## src/rtl/uer_pkg.sv

```systemverilog
// Shared types and constants of the ultrasonic echo ranger.
package uer_pkg;

  localparam int unsigned PULSE_W    = 24;
  localparam int unsigned TIMEOUT_W  = 24;
  localparam int unsigned TRIG_W     = 8;
  localparam int unsigned CM_W       = 19;
  localparam int unsigned INCH_W     = 17;
  localparam int unsigned FRAC_BITS  = 24;
  localparam int unsigned CFG_DATA_W = 24;
  localparam int unsigned CFG_IDX_W  = 2;

  // Q0.24 scale factors: 0.017 cm and 0.00665 inch per microsecond.
  localparam int unsigned CM_MUL_W   = 19;
  localparam int unsigned INCH_MUL_W = 17;
  localparam logic [CM_MUL_W-1:0]   CM_MUL   = 19'd285213;
  localparam logic [INCH_MUL_W-1:0] INCH_MUL = 17'd111569;
  localparam int unsigned CM_PROD_W   = PULSE_W + CM_MUL_W;
  localparam int unsigned INCH_PROD_W = PULSE_W + INCH_MUL_W;

  localparam logic [TIMEOUT_W-1:0] TIMEOUT_RST    = 24'd1000000;
  localparam logic                 ECHO_LVL_RST   = 1'b1;
  localparam logic [TRIG_W-1:0]    TRIG_LOW_RST   = 8'd2;
  localparam logic [TRIG_W-1:0]    TRIG_HIGH_RST  = 8'd10;

  typedef enum logic [CFG_IDX_W-1:0] {
    CFG_TIMEOUT   = 2'd0,
    CFG_ECHO_LVL  = 2'd1,
    CFG_TRIG_LOW  = 2'd2,
    CFG_TRIG_HIGH = 2'd3
  } cfg_idx_e;

  typedef enum logic [2:0] {
    PH_IDLE          = 3'd0,
    PH_TRIG_LOW      = 3'd1,
    PH_TRIG_HIGH     = 3'd2,
    PH_WAIT_INACTIVE = 3'd3,
    PH_WAIT_ACTIVE   = 3'd4,
    PH_MEASURE       = 3'd5
  } phase_e;

  typedef enum logic {
    KIND_TICK  = 1'b0,
    KIND_START = 1'b1
  } kind_e;

  typedef struct packed {
    logic [TIMEOUT_W-1:0] timeout_us;
    logic                 echo_active_level;
    logic [TRIG_W-1:0]    trigger_low_ticks;
    logic [TRIG_W-1:0]    trigger_high_ticks;
  } cfg_t;

  typedef struct packed {
    logic kind;
    logic echo_level;
  } in_word_t;

  typedef struct packed {
    logic               trigger_level;
    logic               busy_res;
    logic               done_res;
    logic               timed_out;
    logic [PULSE_W-1:0] pulse_us;
  } status_t;

  typedef struct packed {
    logic               trigger_level;
    logic               busy_res;
    logic               done_res;
    logic               timed_out;
    logic [PULSE_W-1:0] pulse_us;
    logic [CM_W-1:0]    distance_cm;
    logic [INCH_W-1:0]  distance_inch;
  } out_word_t;

endpackage

```

## src/rtl/uer_cfg_regs.sv

```systemverilog
// Configuration register file of the echo ranger.
module uer_cfg_regs (
  input  logic                           clk_i,
  input  logic                           rst_ni,
  input  logic                           cfg_we_i,
  input  logic [uer_pkg::CFG_IDX_W-1:0]  cfg_idx_i,
  input  logic [uer_pkg::CFG_DATA_W-1:0] cfg_wdata_i,
  output uer_pkg::cfg_t                  cfg_o
);

  uer_pkg::cfg_t cfg_q, cfg_d;

  always_comb begin
    cfg_d = cfg_q;
    if (cfg_we_i) begin
      unique case (uer_pkg::cfg_idx_e'(cfg_idx_i))
        uer_pkg::CFG_TIMEOUT:   cfg_d.timeout_us = cfg_wdata_i[uer_pkg::TIMEOUT_W-1:0];
        uer_pkg::CFG_ECHO_LVL:  cfg_d.echo_active_level = cfg_wdata_i[0];
        uer_pkg::CFG_TRIG_LOW:  cfg_d.trigger_low_ticks = cfg_wdata_i[uer_pkg::TRIG_W-1:0];
        uer_pkg::CFG_TRIG_HIGH: cfg_d.trigger_high_ticks = cfg_wdata_i[uer_pkg::TRIG_W-1:0];
        default:                cfg_d = cfg_q;
      endcase
    end
  end

  always_ff @(posedge clk_i or negedge rst_ni) begin
    if (!rst_ni) begin
      cfg_q.timeout_us         <= uer_pkg::TIMEOUT_RST;
      cfg_q.echo_active_level  <= uer_pkg::ECHO_LVL_RST;
      cfg_q.trigger_low_ticks  <= uer_pkg::TRIG_LOW_RST;
      cfg_q.trigger_high_ticks <= uer_pkg::TRIG_HIGH_RST;
    end else begin
      cfg_q <= cfg_d;
    end
  end

  assign cfg_o = cfg_q;

endmodule

```

## src/rtl/uer_ctrl.sv

```systemverilog
// Measurement sequencer: phase machine, counters and the status stage register.
module uer_ctrl #(
  parameter int unsigned COUNT_WIDTH = 24
) (
  input  logic              clk_i,
  input  logic              rst_ni,
  input  uer_pkg::cfg_t     cfg_i,
  input  logic              in_valid_i,
  input  uer_pkg::in_word_t in_word_i,
  output logic              in_ready_o,
  input  logic              s2_ready_i,
  output logic              s1_valid_o,
  output uer_pkg::status_t  s1_o
);

  uer_pkg::phase_e phase_q, phase_d;
  logic [uer_pkg::TRIG_W-1:0]  trig_cnt_q, trig_cnt_d, trig_inc;
  logic [COUNT_WIDTH-1:0]      elapsed_q, elapsed_d, elapsed_inc;
  logic [COUNT_WIDTH-1:0]      width_q, width_d, width_inc;
  logic [uer_pkg::PULSE_W-1:0] last_pulse_q, last_pulse_d;
  logic                        last_to_q, last_to_d;
  logic                        done;
  logic                        active;
  logic                        timeout_hit;
  logic [31:0]                 width_ext;
  logic                        accept;
  logic                        s1_valid_q;
  uer_pkg::status_t            s1_q;

  assign in_ready_o = !s1_valid_q || s2_ready_i;
  assign accept     = in_valid_i && in_ready_o;

  assign active      = (in_word_i.echo_level == cfg_i.echo_active_level);
  assign trig_inc    = trig_cnt_q + 1'b1;
  assign elapsed_inc = (elapsed_q == '1) ? elapsed_q : elapsed_q + 1'b1;
  assign width_inc   = (width_q == '1) ? width_q : width_q + 1'b1;
  assign timeout_hit = 32'(elapsed_inc) >= 32'(cfg_i.timeout_us);
  assign width_ext   = 32'(width_inc);

  always_comb begin
    phase_d      = phase_q;
    trig_cnt_d   = trig_cnt_q;
    elapsed_d    = elapsed_q;
    width_d      = width_q;
    last_pulse_d = last_pulse_q;
    last_to_d    = last_to_q;
    done         = 1'b0;
    if (in_word_i.kind == uer_pkg::KIND_START) begin
      // A start request while a measurement runs is dropped.
      if (phase_q == uer_pkg::PH_IDLE) begin
        trig_cnt_d = '0;
        phase_d    = (cfg_i.trigger_low_ticks == '0) ? uer_pkg::PH_TRIG_HIGH
                                                     : uer_pkg::PH_TRIG_LOW;
      end
    end else begin
      unique case (phase_q)
        uer_pkg::PH_IDLE: begin
          phase_d = uer_pkg::PH_IDLE;
        end
        uer_pkg::PH_TRIG_LOW: begin
          trig_cnt_d = trig_inc;
          if (trig_inc >= cfg_i.trigger_low_ticks) begin
            trig_cnt_d = '0;
            phase_d    = uer_pkg::PH_TRIG_HIGH;
          end
        end
        uer_pkg::PH_TRIG_HIGH: begin
          trig_cnt_d = trig_inc;
          if (trig_inc >= cfg_i.trigger_high_ticks) begin
            trig_cnt_d = '0;
            elapsed_d  = '0;
            width_d    = '0;
            phase_d    = uer_pkg::PH_WAIT_INACTIVE;
          end
        end
        uer_pkg::PH_WAIT_INACTIVE, uer_pkg::PH_WAIT_ACTIVE, uer_pkg::PH_MEASURE: begin
          elapsed_d = elapsed_inc;
          if (phase_q == uer_pkg::PH_MEASURE) begin
            width_d = width_inc;
          end
          // The timeout takes precedence over an echo edge on the same tick.
          if (timeout_hit) begin
            last_pulse_d = '0;
            last_to_d    = 1'b1;
            phase_d      = uer_pkg::PH_IDLE;
            done         = 1'b1;
          end else if (phase_q == uer_pkg::PH_WAIT_INACTIVE) begin
            if (!active) begin
              phase_d = uer_pkg::PH_WAIT_ACTIVE;
            end
          end else if (phase_q == uer_pkg::PH_WAIT_ACTIVE) begin
            if (active) begin
              width_d = '0;
              phase_d = uer_pkg::PH_MEASURE;
            end
          end else if (!active) begin
            last_pulse_d = width_ext[uer_pkg::PULSE_W-1:0];
            last_to_d    = 1'b0;
            phase_d      = uer_pkg::PH_IDLE;
            done         = 1'b1;
          end
        end
        default: begin
          phase_d = uer_pkg::PH_IDLE;
        end
      endcase
    end
  end

  always_ff @(posedge clk_i or negedge rst_ni) begin
    if (!rst_ni) begin
      phase_q      <= uer_pkg::PH_IDLE;
      trig_cnt_q   <= '0;
      elapsed_q    <= '0;
      width_q      <= '0;
      last_pulse_q <= '0;
      last_to_q    <= 1'b0;
      s1_valid_q   <= 1'b0;
    end else begin
      if (accept) begin
        phase_q      <= phase_d;
        trig_cnt_q   <= trig_cnt_d;
        elapsed_q    <= elapsed_d;
        width_q      <= width_d;
        last_pulse_q <= last_pulse_d;
        last_to_q    <= last_to_d;
        s1_valid_q   <= 1'b1;
      end else if (s2_ready_i) begin
        s1_valid_q <= 1'b0;
      end
    end
  end

  always_ff @(posedge clk_i) begin
    if (accept) begin
      s1_q.trigger_level <= (phase_d == uer_pkg::PH_TRIG_HIGH);
      s1_q.busy_res      <= (phase_d != uer_pkg::PH_IDLE);
      s1_q.done_res      <= done;
      s1_q.timed_out     <= last_to_d;
      s1_q.pulse_us      <= last_pulse_d;
    end
  end

  assign s1_valid_o = s1_valid_q;
  assign s1_o       = s1_q;

endmodule

```

## src/rtl/uer_conv.sv

```systemverilog
// Width-to-distance conversion and the output register.
module uer_conv (
  input  logic               clk_i,
  input  logic               rst_ni,
  input  logic               s1_valid_i,
  input  uer_pkg::status_t   s1_i,
  output logic               s2_ready_o,
  output logic               out_valid_o,
  input  logic               out_stall_i,
  output uer_pkg::out_word_t out_word_o
);

  logic [uer_pkg::CM_PROD_W-1:0]   cm_prod;
  logic [uer_pkg::INCH_PROD_W-1:0] inch_prod;
  logic                            out_valid_q;
  uer_pkg::out_word_t              out_q;

  assign cm_prod   = uer_pkg::CM_PROD_W'(s1_i.pulse_us) *
                     uer_pkg::CM_PROD_W'(uer_pkg::CM_MUL);
  assign inch_prod = uer_pkg::INCH_PROD_W'(s1_i.pulse_us) *
                     uer_pkg::INCH_PROD_W'(uer_pkg::INCH_MUL);

  assign s2_ready_o = !out_valid_q || !out_stall_i;

  always_ff @(posedge clk_i or negedge rst_ni) begin
    if (!rst_ni) begin
      out_valid_q <= 1'b0;
    end else if (s2_ready_o) begin
      out_valid_q <= s1_valid_i;
    end
  end

  always_ff @(posedge clk_i) begin
    if (s2_ready_o && s1_valid_i) begin
      out_q.trigger_level <= s1_i.trigger_level;
      out_q.busy_res      <= s1_i.busy_res;
      out_q.done_res      <= s1_i.done_res;
      out_q.timed_out     <= s1_i.timed_out;
      out_q.pulse_us      <= s1_i.pulse_us;
      out_q.distance_cm   <= cm_prod[uer_pkg::CM_PROD_W-1:uer_pkg::FRAC_BITS];
      out_q.distance_inch <= inch_prod[uer_pkg::INCH_PROD_W-1:uer_pkg::FRAC_BITS];
    end
  end

  assign out_valid_o = out_valid_q;
  assign out_word_o  = out_q;

endmodule

```

## src/rtl/ultrasonic_echo_ranger_unit.sv

```systemverilog
// A word's result passes the sequencer's status register, then the converter's output register.
// One word per cycle unless stalled; the sequencer's phase update is a single registered step.
// The input stalls only while both pipeline registers hold results the consumer has not taken.
// Reset (rst_ni low, asynchronous) empties the pipeline, returns the sequencer to idle with
// zero counters and zero last results, and loads the register reset values.
// Top level of the ultrasonic echo ranger.
module ultrasonic_echo_ranger_unit #(
  parameter int unsigned COUNT_WIDTH = 24
) (
  input  logic                           clk_i,
  input  logic                           rst_ni,
  input  logic                           cfg_we_i,
  input  logic [uer_pkg::CFG_IDX_W-1:0]  cfg_idx_i,
  input  logic [uer_pkg::CFG_DATA_W-1:0] cfg_wdata_i,
  input  logic                           in_valid_i,
  output logic                           in_stall_o,
  input  uer_pkg::in_word_t              in_word_i,
  output logic                           out_valid_o,
  input  logic                           out_stall_i,
  output uer_pkg::out_word_t             out_word_o
);

  // Holds the four settings; the user must change them only while no word is in flight (not enforced).
  uer_pkg::cfg_t    cfg;
  logic             in_ready;
  logic             s2_ready;
  logic             s1_valid;
  uer_pkg::status_t s1;

  uer_cfg_regs u_cfg_regs (
    .clk_i       (clk_i),
    .rst_ni      (rst_ni),
    .cfg_we_i    (cfg_we_i),
    .cfg_idx_i   (cfg_idx_i),
    .cfg_wdata_i (cfg_wdata_i),
    .cfg_o       (cfg)
  );

  // Stage one: each accepted word advances the phase machine by one tick (or starts a
  // measurement) and the resulting status, including the last pulse width, is registered.
  uer_ctrl #(
    .COUNT_WIDTH (COUNT_WIDTH)
  ) u_ctrl (
    .clk_i      (clk_i),
    .rst_ni     (rst_ni),
    .cfg_i      (cfg),
    .in_valid_i (in_valid_i),
    .in_word_i  (in_word_i),
    .in_ready_o (in_ready),
    .s2_ready_i (s2_ready),
    .s1_valid_o (s1_valid),
    .s1_o       (s1)
  );

  // Stage two: the pulse width is scaled to centimeters and inches by Q0.24 constant
  // multiplies and the full result word is held in the output register.
  uer_conv u_conv (
    .clk_i       (clk_i),
    .rst_ni      (rst_ni),
    .s1_valid_i  (s1_valid),
    .s1_i        (s1),
    .s2_ready_o  (s2_ready),
    .out_valid_o (out_valid_o),
    .out_stall_i (out_stall_i),
    .out_word_o  (out_word_o)
  );

  assign in_stall_o = !in_ready;

endmodule

```

## config.mk

```make
export PLATFORM = sky130hd
export DESIGN_NAME = ultrasonic_echo_ranger_unit
export DESIGN_NICKNAME = d
export VERILOG_FILES = /design/src/rtl/uer_pkg.sv /design/src/rtl/uer_cfg_regs.sv /design/src/rtl/uer_ctrl.sv /design/src/rtl/uer_conv.sv /design/src/rtl/ultrasonic_echo_ranger_unit.sv
export SDC_FILE = /design/constraint.sdc
export NUM_CORES = 1
export LEC_CHECK = 0
export ABC_AREA = 1
export BUFFER_PORTS_ARGS = -buffer_cell sky130_fd_sc_hd__clkbuf_2
export CORE_ASPECT_RATIO = 2
export CORE_MARGIN = 2
export CORE_UTILIZATION = 55
export DETAILED_ROUTE_END_ITERATION = 7
export HOLD_SLACK_MARGIN = 0.08
export PLACE_DENSITY = 0.72
export SLEW_MARGIN = 20
export SYNTH_ARGS = -nofsm -noshare
export SYNTH_HDL_FRONTEND = slang
export SYNTH_SLANG_ARGS = --single-unit
```

## constraint.sdc

```tcl
create_clock -name clk_i -period 7.6 [get_ports clk_i]
set_input_delay 0.76 -clock clk_i [delete_from_list [all_inputs] [get_ports clk_i]]
set_output_delay 0.76 -clock clk_i [all_outputs]
set_load 0.1 [all_outputs]
```

Word level (Yosys, flattened, before mapping)
Index checks and enable logic that the tools add are counted.
{"block": "word_totals", "register_bits": 219, "in_bits": 33, "output_inout_bits": 66, "word_cells": 116}
{"block": "op_classes", "reduce_logical": 23, "n_eq_ne": 14, "mux": 45, "order_cmp": 3, "mul": 2, "n_addsub": 3, "n_bitwise": 2}
{"operator": "2-to-1 mux 24 bit", "n": 14}
{"operator": "case mux 24 bit (2 select lines)", "n": 2}
{"operator": "adder 24 x 1 -> 24 bit (second input constant)", "n": 2}
{"operator": "== test 24 bit (second input constant)", "n": 2}
{"operator": "multiplier 24 x 19 -> 43 bit (second input constant)", "n": 1}
{"operator": "multiplier 24 x 17 -> 41 bit (second input constant)", "n": 1}
{"operator": "2-to-1 mux 8 bit", "n": 4}
{"operator": "2-to-1 mux 3 bit", "n": 10}
{"operator": ">= comparator 24 bit", "n": 1}
{"operator": ">= comparator 8 bit", "n": 2}
{"operator": "case mux 8 bit (2 select lines)", "n": 1}
{"operator": "2-to-1 mux 1 bit", "n": 12}
{"operator": "== test 3 x 2 -> 1 bit (second input constant)", "n": 3}
{"operator": "case mux 3 bit (3 select lines)", "n": 1}
{"operator": "adder 8 x 1 -> 8 bit (second input constant)", "n": 1}
{"operator": "logical NOT 8 bit", "n": 1}
{"operator": "AND reduction 2 bit", "n": 4}
{"operator": "== test 3 bit (second input constant)", "n": 2}
{"operator": "nonzero test 3 bit", "n": 2}
{"operator": "== test 2 bit (second input constant)", "n": 2}
{"operator": "logical NOT 1 bit", "n": 4}
{"operator": "inequality test 2 x 1 -> 1 bit (second input constant)", "n": 2}
{"operator": "AND reduction 4 bit", "n": 1}
{"operator": "nonzero test 2 bit", "n": 2}
{"operator": "other kinds (12)", "n": 15}

Longest topological paths before layout
Gate-level depths: netlist of the first run.
{"block": "logic_depth", "depth_word": 8, "depth_mapped": 27, "ltp_nobuf": 26}

Modules after synthesis
A second synthesis of the first run with hierarchy kept.
{"block": "unflattened", "cells_unflattened": 3088, "hier_area_um2": 25938.6}
{"mod": "uer_conv", "n_inst": 1, "cells_per_inst": 1825, "area_per_inst_um2": 16335.7, "seq_area_each_um2": 1946.9}
{"mod": "uer_ctrl", "n_inst": 1, "cells_per_inst": 1079, "area_per_inst_um2": 7915.1, "seq_area_each_um2": 2967.8}
{"mod": "uer_cfg_regs", "n_inst": 1, "cells_per_inst": 183, "area_per_inst_um2": 1684.1, "seq_area_each_um2": 1039.7}
{"mod": "ultrasonic_echo_ranger_unit", "n_inst": 1, "cells_per_inst": 1, "area_per_inst_um2": 3.8, "seq_area_each_um2": 0.0}

Least setup slack after synthesis of the first run
OpenSTA, ideal clock, no wires.
{"block": "synth_timing", "path_kind": "reg2reg", "start": "register u_ctrl.s1_q, in the netlist u_ctrl.s1_o[6]", "end": "register u_conv.out_q, in the netlist u_conv.out_word_o[8], data pin", "synth_period_minus_slack_ns": 5.352, "arrival_ns": 5.099, "setup_time_ns": 0.252, "t_required_ns": 7.348, "path_buffers": 1, "path_slack_ns": 2.248, "path_stages_with_launch": 23, "cell_sequence": "edfxtp_1 -> ha_1 -> clkbuf_1 -> nand2_1 -> inv_1 -> nor2_1 -> ha_1 -> or2_2 -> fa_1 -> inv_1 -> fa_1 -> fa_1 -> inv_1 -> fa_1 -> ha_1 -> nand2_1 -> nor2_1 -> a21oi_1 -> or2_2 -> nand3_1 -> nand3_1 -> nand3_1 -> nand2_1"}
{"block": "synth_between", "elab_chain_cells": 1}
{"element": "start: declaration", "line_no": "uer_ctrl.sv:28", "text": "uer_pkg::status_t s1_q;"}
{"element": "multiplier 24 x 17 -> 41 bit", "line_no": "uer_conv.sv:20", "text": "assign inch_prod = uer_pkg::INCH_PROD_W'(s1_i.pulse_us) *"}
{"element": "named net u_conv.inch_prod (one bit)", "line_no": "uer_conv.sv:14", "text": "logic [uer_pkg::INCH_PROD_W-1:0] inch_prod;"}
{"element": "end: declaration", "line_no": "uer_conv.sv:16", "text": "uer_pkg::out_word_t out_q;"}
The timed path passes the listed nets, and every way through them passes these cells.
A chain may end at the register's enable or synchronous reset.

Worst setup path in the final report of the first run
{"block": "layout_timing", "start": "register u_ctrl.s1_q, in the netlist u_ctrl.s1_o[6]", "end": "register u_conv.out_q, in the netlist u_conv.out_word_o[4], data pin"}
The elaborated chain is that of the path after synthesis.

==> results.yml, run 1 <==
sta:
  min_period_over_period_pct: 78.5
  rsz0062_at_grt: "false"
  final-hold-violation-count: 0
  max_slew_margin_pct: 29.3
  setup_viol: 0
  clock.fmax_ghz: 0.168
  fin_skew_ns: 0.0247
  drv_slew: 0
  worst_slew_pin_slew_ns: 1.05
  period_minus_slack_ns: 5.96
  setup_tns_ns: 0
clocking:
  holdBufCountCts: 0
  clk_latency_ns: 0.56
  ctsHtreeMaxLevel: 1
  post_cts_buffers: 0
  cts_resized: 0
  cts_tree: "yes"
  clk_pin_slew_ns: 0.07
  cts_root_buffer: "clkbuf_16"
  clock_sinks: 219
  cts_buffer_depth: 3
  numCtsBuffers: 23
global_routing:
  grt_busiest_layer: "met2"
  grt_first_pass_wirelength_um: 114000
  grt_pass1_vias: 21400
  use_met2_pct: 63.1
  met3_usage_pct: 3.26
  grt_use_total_pct: 31.9
  overflow: 0
  grt_max_degree: 81
  antenna_found_initial: 0
  use_met1_pct: 28.7
synthesis:
  syn_nets: 3507
  ys_types: 48
  ys_seq_area_share_pct: 23.9
  ys_top_cells_by_count: "inv_1, nand2_1, ha_1"
  synth-main-ff-cell: "dfrtp_1"
  synth_top_area_share_pct: 23.0
  yosysTopAreaCell: "fa_1"
  avgSynthCellArea_sq_um: 8.75
  yosys_register_bits: 219
  synth.most_common_cell: "inv_1"
  synth.cell_area_sq_um: 25000
  synth_edf_count: 92
  yosys_warnings: 0
  post_synth_inst_count: 2852
  synth_area_leaders: "fa_1, ha_1, dfrtp_1"
  synth-async-reset-ratio_pct: 58.0
floorplan:
  core_sq_um: 44900
  start_util_pct: 55.6
  fp.dieH_um: 305
  rows: 110
  die_area_sq_um: 47200
  die_w_um: 155
  boundaryPins: 99
cells_and_area:
  stdcell_count: 3525
  utilization_pct: 59.7
  multi_input_area_sq_um: 16500
  fillers: 4031
  area_growth_syn_to_layout_pct: 7.43
  fin_nets: 3603
  post-route-cell-area_sq_um: 26800
  drive_gt1_share_pct: 6.81
  n_antenna_cell: 0
  seq_area_sq_um: 5950
placement:
  dp_hpwl_um: 62200
  portBuffers: 98
  place_congestion: 0.980
  dp_cells: 3483
  placed_area_sq_um: 26000
worst_setup_path:
  path_cells: "ha_1, nand2_1, inv_1, nor2_1, ha_1, or2_2, fa_1, fa_1, fa_1, inv_1, fa_1, inv_1, ha_1, a21oi_1, o21ai_0, a21oi_1, nand3_1, nand2_1, nand2_1, xor2_1"
  cpMostUsedCell: "fa_1"
  slowest_stage: "edfxtp_1"
  slowest_delay_ns: 0.64
  crit_type: "flip-flop to flip-flop"
  path_delay_family: "adder cells"
  cp-start-kind: "flip-flop"
  crit_buf_inv: 3
  required_ns: 7.90
  crit_arrival_ns: 6.27
  endpoint_kind: "flip-flop"
  critPathMaxFanout: 10
routing:
  route.detailed.drc: 0
  first_iter_violations: 1178
  vias_per_cell: 5.58
  drt_pre_antenna_iters: 7
  wire_per_inst_um: 20.8
  vias: 19700
  ant_nets: 0
  wl_um: 73200
status:
  outcome: "finished, final reports clean"
worst_hold_path:
  hold_class: "input pin to asynchronous set/reset pin"
flow_run:
  maxCapViolCount: 0
==> logic make-up after synthesis <==
group / synth area share, %
and+or+nand+nor: 14.9
buffers and inverters: 10.0
adders and majority gates: 39.8
AOI/OAI and AO/OA: 8.47
DFF: 23.9
xor gates and xnor gates: 2.88
==> metrics by stage <==
step	hold slack, ns	setup slack, ns
finish	0.240	1.64
global route	0.285	1.37
CTS	0.250	1.64
detailed placement	0.413	1.65
global placement	0.410	1.65
floorplan	0.400	2.25
==> state kept, by name, indices dropped and copies added, names as in the netlist <==
register,cells
u_cfg_regs.cfg_o,41
u_conv.out_valid_o,1
u_conv.out_word_o,64
u_ctrl.elapsed_q,24
u_ctrl.last_pulse_q,24
u_ctrl.last_to_q,1
u_ctrl.phase_q,3
u_ctrl.s1_o,28
u_ctrl.s1_valid_o,1
u_ctrl.trig_cnt_q,8
u_ctrl.width_q,24
==> per-layer routing <==
metal	vias up	part of all wire [%]
met5	-	0
met4	0	9.4
met3	300	3.6
met2	604	57
met1	9528	30
li1	9231	-
==> cell type report <==
| class | instances | area share [%] |
|---|---|---|
| Multi-Input combinational cell | 1975 | 61.6 |
| Sequential cell | 219 | 22.2 |
| Inverter | 625 | 8.75 |
| Tap cell | 560 | 2.61 |
| Clock buffer | 28 | 2.38 |
| Timing Repair Buffer | 104 | 2.02 |
| Clock inverter | 14 | 0.439 |
==> cell usage in the layout (no fill, tap or decap), drive strengths merged <==
cell type / count
nand4: 33
o21bai: 6
nand2: 520
o21ai: 165
a211oi: 6
o21a: 10
clkinv: 10
a22o: 6
buf: 7
dfrtp: 116
edfxtp: 92
nor2: 186
a21boi: 8
a31oi: 3
a21oi: 137
dfstp: 11
xor2: 70
o2111ai: 1
inv: 627
o221ai: 1
nand3b: 2
fa: 287
xnor2: 12
o22ai: 21
nor4: 11
o211ai: 4
nand3: 83
clkinvlp: 1
ha: 335
o311ai: 1
or2: 27
a21o: 14
nor3: 25
and2: 1
clkbuf: 125
bufinv: 1
==> final timing paths <==
check	start	cells after the start	endpoint	slack, ns
min in group clk_i	cfg_wdata_i[16]	3	u_cfg_regs.cfg_o[33]	0.43
hold / removal	rst_ni	1	u_ctrl.width_q[20]	0.24
setup / recovery	u_ctrl.s1_o[6]	20	u_conv.out_word_o[4]	1.64
setup reg to reg	u_ctrl.s1_o[6]	20	u_conv.out_word_o[4]	1.64
hold reg to reg	u_ctrl.s1_o[25]	0	u_conv.out_word_o[61]	0.43
max in group asynchronous	rst_ni	2	u_cfg_regs.cfg_o[2]	6.14
Power of run 1 is not shown: default switching activity piles up to over one toggle a cycle in this logic, so the estimate is an artifact.
==> run 2: changes to the inputs <==
==> constraint.sdc (replaced) <==
create_clock -name clk_i -period 5.6 [get_ports clk_i]
set_input_delay 0.56 -clock clk_i [delete_from_list [all_inputs] [get_ports clk_i]]
set_output_delay 0.56 -clock clk_i [all_outputs]
set_load 0.1 [all_outputs]
==> run 2 against run 1 <==
Via count is 2.4% higher. Non-clock buffer count is 70 higher. Sequential share of layout area is 0.59 points lower. Die area stayed put. Wire length is 3.9% higher. Count of clock-buffer cells in the layout is 3 higher. Setup slack worse by 1.5 ns. Critical endpoint is now u_conv.out_word_o[15]. Largest cell class unchanged.
==> results.yml, run 2 (synthesis gave the netlist of run 1 again) <==
status:
  outcome: "finished, final reports clean"
floorplan:
  start_util_pct: 55.6
  die_area_sq_um: 47200
  die_w_um: 155
  boundaryPins: 99
  fp.dieH_um: 305
  core_sq_um: 44900
  rows: 110
sta:
  final-hold-violation-count: 0
  clock.fmax_ghz: 0.182
  fin_skew_ns: 0.0327
  rsz0062_at_grt: "true"
  drv_slew: 0
  period_minus_slack_ns: 5.49
  setup_viol: 0
  max_slew_margin_pct: 25.6
  worst_slew_pin_slew_ns: 1.11
  min_period_over_period_pct: 98.0
global_routing:
  overflow: 0
  antenna_found_initial: 0
  grt_pass1_vias: 22100
  grt_first_pass_wirelength_um: 119000
  grt_use_total_pct: 33.2
  grt_max_degree: 65
cells_and_area:
  utilization_pct: 61.4
  drive_gt1_share_pct: 9.92
  multi_input_area_sq_um: 16700
  seq_area_sq_um: 5950
  area_growth_syn_to_layout_pct: 10.3
  fillers: 3965
  mostFrequentLayoutCells: "inv_1, nand2_1, ha_1, fa_1, nor2_1"
  n_antenna_cell: 0
  layout_commonest_cell: "inv_1"
  fin_nets: 3673
  post-route-cell-area_sq_um: 27500
  largest_reg_flops: 64
worst_setup_path:
  reg2reg_slack_ns: 0.11
  cp-start-kind: "flip-flop"
  crit_type: "flip-flop to flip-flop"
  required_ns: 5.88
  endpoint_kind: "flip-flop"
  crit_path_end: "u_conv.out_word_o[15]"
  crit_arrival_ns: 5.77
  reg2reg_depth: 20
  crit_start: "u_ctrl.s1_o[5]"
  reg2reg_to: "u_conv.out_word_o[15]"
  critPathMaxFanout: 4
  worstReg2RegStart: "u_ctrl.s1_o[5]"
routing:
  first_iter_violations: 1035
  drt_pre_antenna_iters: 7
  route.detailed.drc: 0
  ant_nets: 0
  vias_per_cell: 5.60
  wl_um: 76100
  vias: 20100
  wire_per_inst_um: 21.2
clocking:
  cts_root_buffer: "clkbuf_16"
  clk_pin_slew_ns: 0.07
  ctsHtreeMaxLevel: 1
  clock_sinks: 219
  cts_tree: "yes"
  clk_latency_ns: 0.55
  cts_buffer_depth: 3
  numCtsBuffers: 23
placement:
  portBuffers: 98
  placed_area_sq_um: 26500
  place_congestion: 1.01
  dp_hpwl_um: 65000
worst_hold_path:
  hold_class: "input pin to flip-flop"
flow_run:
  maxCapViolCount: 0
[run 2: routing by layer]
layer / up-vias / track usage, % / part of all wire (%)
li1: 9380 / - / -
met5: - / 0 / 0
met1: 9817 / 29.5 / 30
met2: 608 / 65.3 / 56
met4: 0 / 26.7 / 10
met3: 336 / 3.69 / 3.6
[run 2: how the worst min path moves through the flow]
stage                               start               endpoint  slack [ns]  cells after the start
after detailed placement  u_ctrl.s1_o[25]  u_conv.out_word_o[61]        0.42                      0
after global routing       cfg_wdata_i[9]   u_cfg_regs.cfg_o[26]        0.24                      3
after global placement    u_ctrl.s1_o[24]  u_conv.out_word_o[60]        0.41                      0
after floorplan                    rst_ni    u_cfg_regs.cfg_o[0]        0.26                      0
after CTS                  cfg_wdata_i[9]   u_cfg_regs.cfg_o[26]        0.24                      3
final                      cfg_wdata_i[9]   u_cfg_regs.cfg_o[26]        0.24                      3
[run 2: final cells by class]
class,count,area share [%]
Sequential cell,219,21.6
Clock buffer,31,2.50
Clock inverter,10,0.245
Inverter,625,8.52
Timing Repair Buffer,174,3.92
Multi-Input combinational cell,1975,60.6
Tap cell,560,2.55
[run 2: timing repair]
action,4_1_cts,5_1_grt
hold endpoints to repair,39,0
pin swaps,0,4
setup endpoints to repair,6,28
setup buffers,0,13
hold buffers,1,0
gates resized for setup,3,40
[run 2: stage by stage]
| stage | instances | setup TNS (ns) | worst slack (ns) | hold WS (ns) |
|---|---|---|---|---|
| 3_5_place_dp | 3539 | -0.0184 | -0.0181 | 0.416 |
| 6_report | 3594 | 0 | 0.112 | 0.240 |
| 3_3_place_gp | 3539 | -0.0484 | -0.0484 | 0.411 |
| 4_1_cts | 3581 | 0 | 0.00552 | 0.235 |
| 5_1_grt | 3594 | -0.239 | -0.0663 | 0.236 |
| 2_1_floorplan | 2852 | 0 | 0.248 | 0.264 |
[run 2: critical path, stage by stage, from the launching register on]
cell	delay (ns)
edfxtp_1	0.47
ha_1	0.37
nand2_1	0.07
inv_1	0.08
nor2_1	0.08
ha_1	0.18
or2_2	0.31
fa_1	0.50
inv_1	0.05
fa_1	0.46
fa_1	0.55
inv_1	0.06
fa_1	0.53
ha_1	0.35
nand2_1	0.12
o21ai_0	0.30
a21oi_1	0.09
o21ai_0	0.37
nand2_1	0.09
nand3_1	0.12
xor2_1	0.07
Power of run 2 is left out for the same reason.
==> run 3: changes to the inputs <==
--- a/config.mk
+++ b/config.mk
@@ -5,7 +5,6 @@
 export SDC_FILE = /design/constraint.sdc
 export NUM_CORES = 1
 export LEC_CHECK = 0
-export ABC_AREA = 1
 export BUFFER_PORTS_ARGS = -buffer_cell sky130_fd_sc_hd__clkbuf_2
 export CORE_ASPECT_RATIO = 2
 export CORE_MARGIN = 2
==> run 3 against run 2 <==
Wire length fell by 13%. Clock skew barely moved. First-iteration DRC count fell by 16%. Via count fell by 13%. Critical endpoint is now u_conv.out_word_o[35]. Register-to-register slack got worse by 0.29 ns. Global-route usage fell by 2.3 points. The run now ends with negative setup slack left. Worst hold slack got worse by 0.11 ns. Maximum frequency fell by 5.0%. Die area fell by 7.4%.
==> results.yml, run 3 <==
sta:
  min_period_over_period_pct: 103
  clock.fmax_ghz: 0.173
  max_slew_margin_pct: 33.5
  worst_slew_pin_slew_ns: 0.992
  setup_viol: 10
  rsz0062_at_grt: "true"
  final-hold-violation-count: 0
  period_minus_slack_ns: 5.78
  fin_skew_ns: 0.0329
  setup_slack_ns: -0.177
  drv_slew: 0
  hold_ws_ns: 0.135
cells_and_area:
  mostFrequentLayoutCells: "inv_1, ha_1, fa_1, buf_4, nand2_1"
  drive_gt1_share_pct: 22.5
  fin_nets: 3166
  n_antenna_cell: 0
  fillers: 3237
  layout_commonest_cell: "inv_1"
  utilization_pct: 66.4
  largest_reg_flops: 64
  area_growth_syn_to_layout_pct: 20.0
floorplan:
  die_area_sq_um: 43700
  rows: 106
  fp.dieH_um: 294
  boundaryPins: 99
  core_sq_um: 41600
  start_util_pct: 55.4
  die_w_um: 149
clocking:
  clock_sinks: 219
  cts_tree: "yes"
  cts_root_buffer: "clkbuf_16"
  numCtsBuffers: 24
  cts_buffer_depth: 3
  ctsHtreeMaxLevel: 1
  clk_pin_slew_ns: 0.07
  clk_latency_ns: 0.56
  holdBufCountCts: 0
worst_setup_path:
  cp-start-kind: "flip-flop"
  crit_arrival_ns: 6.17
  reg2reg_slack_ns: -0.18
  critPathMaxFanout: 4
  required_ns: 5.99
  endpoint_kind: "flip-flop"
  crit_type: "flip-flop to flip-flop"
flow_run:
  maxCapViolCount: 0
routing:
  vias_per_cell: 5.71
  dr_wl_met2_um: 37200
  vias: 17500
  top_layer: "met5"
  dr_wl_met3_um: 2490
  route.detailed.drc: 0
  ant_nets: 0
  drt_pre_antenna_iters: 5
  wire_per_inst_um: 21.6
  met1_length_um: 19900
  first_iter_violations: 866
  wl_um: 66400
worst_hold_path:
  hold_class: "input pin to asynchronous set/reset pin"
synthesis:
  synth_area_leaders: "fa_1, ha_1, dfrtp_1"
  yosysTopAreaCell: "fa_1"
  ys_seq_area_share_pct: 25.8
  synth-main-ff-cell: "dfrtp_1"
  post_synth_inst_count: 2190
  synth_top_area_share_pct: 24.9
  synth.cell_area_sq_um: 23100
  yosys_register_bits: 219
  ys_top_cells_by_count: "inv_1, ha_1, fa_1"
  synth.most_common_cell: "inv_1"
  ys_types: 71
  syn_nets: 2845
  synth-async-reset-ratio_pct: 58.0
  yosys_warnings: 0
  avgSynthCellArea_sq_um: 10.5
  synth_edf_count: 92
global_routing:
  grt_use_total_pct: 30.9
  antenna_found_initial: 1
  overflow: 0
  grt_first_pass_wirelength_um: 102000
  grt_pass1_vias: 19500
  grt_max_degree: 69
placement:
  dp_hpwl_um: 53600
  portBuffers: 98
  place_congestion: 0.985
status:
  violations: "negative setup slack"
  outcome: "finished with violations"
==> run 3: cell count changes in the layout (fill, tap and decap cells not counted), moves of 23 or more <==
| cell | before | now |
|---|---|---|
| nand2_1 | 516 | 119 |
| inv_1 | 616 | 426 |
| buf_4 | 75 | 213 |
| nor2_1 | 174 | 69 |
| a21oi_1 | 132 | 54 |
| nand3_1 | 78 | 30 |
| a21o_1 | 14 | 52 |
| ha_1 | 326 | 289 |
| xnor2_1 | 12 | 48 |
| o21ai_0 | 146 | 111 |
| ha_4 | 7 | 41 |
| xor2_1 | 69 | 45 |
| o2bb2ai_1 | 0 | 23 |
| or2_2 | 27 | 4 |
==> run 3: kinds of logic after synthesis <==
family	Yosys count	share of synthesized area (%)
flip-flops	219	25.8
multiplexers	26	1.25
XOR/XNOR	97	3.68
AND/OR/NAND/NOR	381	8.34
buffers and inverters	487	7.98
AO/OA/AOI/OAI	358	9.84
adder cells (fa/ha/maj)	622	43.1
==> run 3: per-stage QoR <==
stage,setup WS (ns),setup TNS [ns],instances,area [sq um]
2_1_floorplan,0.00588,0,2190,23100
3_3_place_gp,-0.195,-1.03,2968,25500
3_5_place_dp,-0.297,-2.96,2968,25500
4_1_cts,-0.0178,-0.0178,3048,27100
5_1_grt,-0.264,-2.92,3069,27700
6_report,-0.177,-0.817,3069,27700
==> run 3: final cells by class <==
class	instances	area, sq um	share of cell area [%]
Clock buffer	31	679	2.46
Multi-Input combinational cell	1484	16200	58.5
Timing Repair Buffer	333	2350	8.50
Clock inverter	13	128	0.461
Inverter	449	1690	6.11
Sequential cell	219	5950	21.5
Tap cell	540	676	2.44
==> run 3: timing repair <==
action	CTS	global route
pin swaps	49	96
endpoints found under the hold margin	0	0
resized for setup	68	113
setup endpoints to repair	23	28
buffers inserted	37	24
==> run 3: critical path, stage by stage (launching register included) <==
cell and delay, ns:
edfxtp_1 0.49, buf_6 0.17, ha_4 0.26, ha_4 0.27, inv_1 0.05, fa_1 0.48, inv_1 0.06, fa_1 0.47
fa_1 0.56, inv_1 0.07, fa_1 0.53, inv_1 0.07, ha_4 0.27, and4_1 0.20, and3_4 0.21, nand2_4 0.06
nor4_4 0.27, a211oi_2 0.13, nor3_2 0.35, a21o_1 0.27, a31o_2 0.19, xor2_1 0.18
==> run 3: worst paths after layout <==
check,start,endpoint,depth (start not counted)
worst max-delay path,u_ctrl.s1_o[18],u_conv.out_word_o[35],21
worst min-delay path,rst_ni,u_ctrl.elapsed_q[19],1
worst max register to register,u_ctrl.s1_o[18],u_conv.out_word_o[35],21
worst min register to register,u_ctrl.s1_o[26],u_conv.out_word_o[62],0
max in group asynchronous,rst_ni,u_ctrl.phase_q[0],2
min in group clk_i,cfg_wdata_i[9],u_cfg_regs.cfg_o[26],3
==> run 3: metal layers <==
metal  track usage (%)  vias to the layer above
li1                  -                     7896
met1              27.3                     8706
met2              60.2                      583
met3              3.49                      324
met4              26.0                        2
met5                 0                        -
Power of run 3 is left out for the same reason.
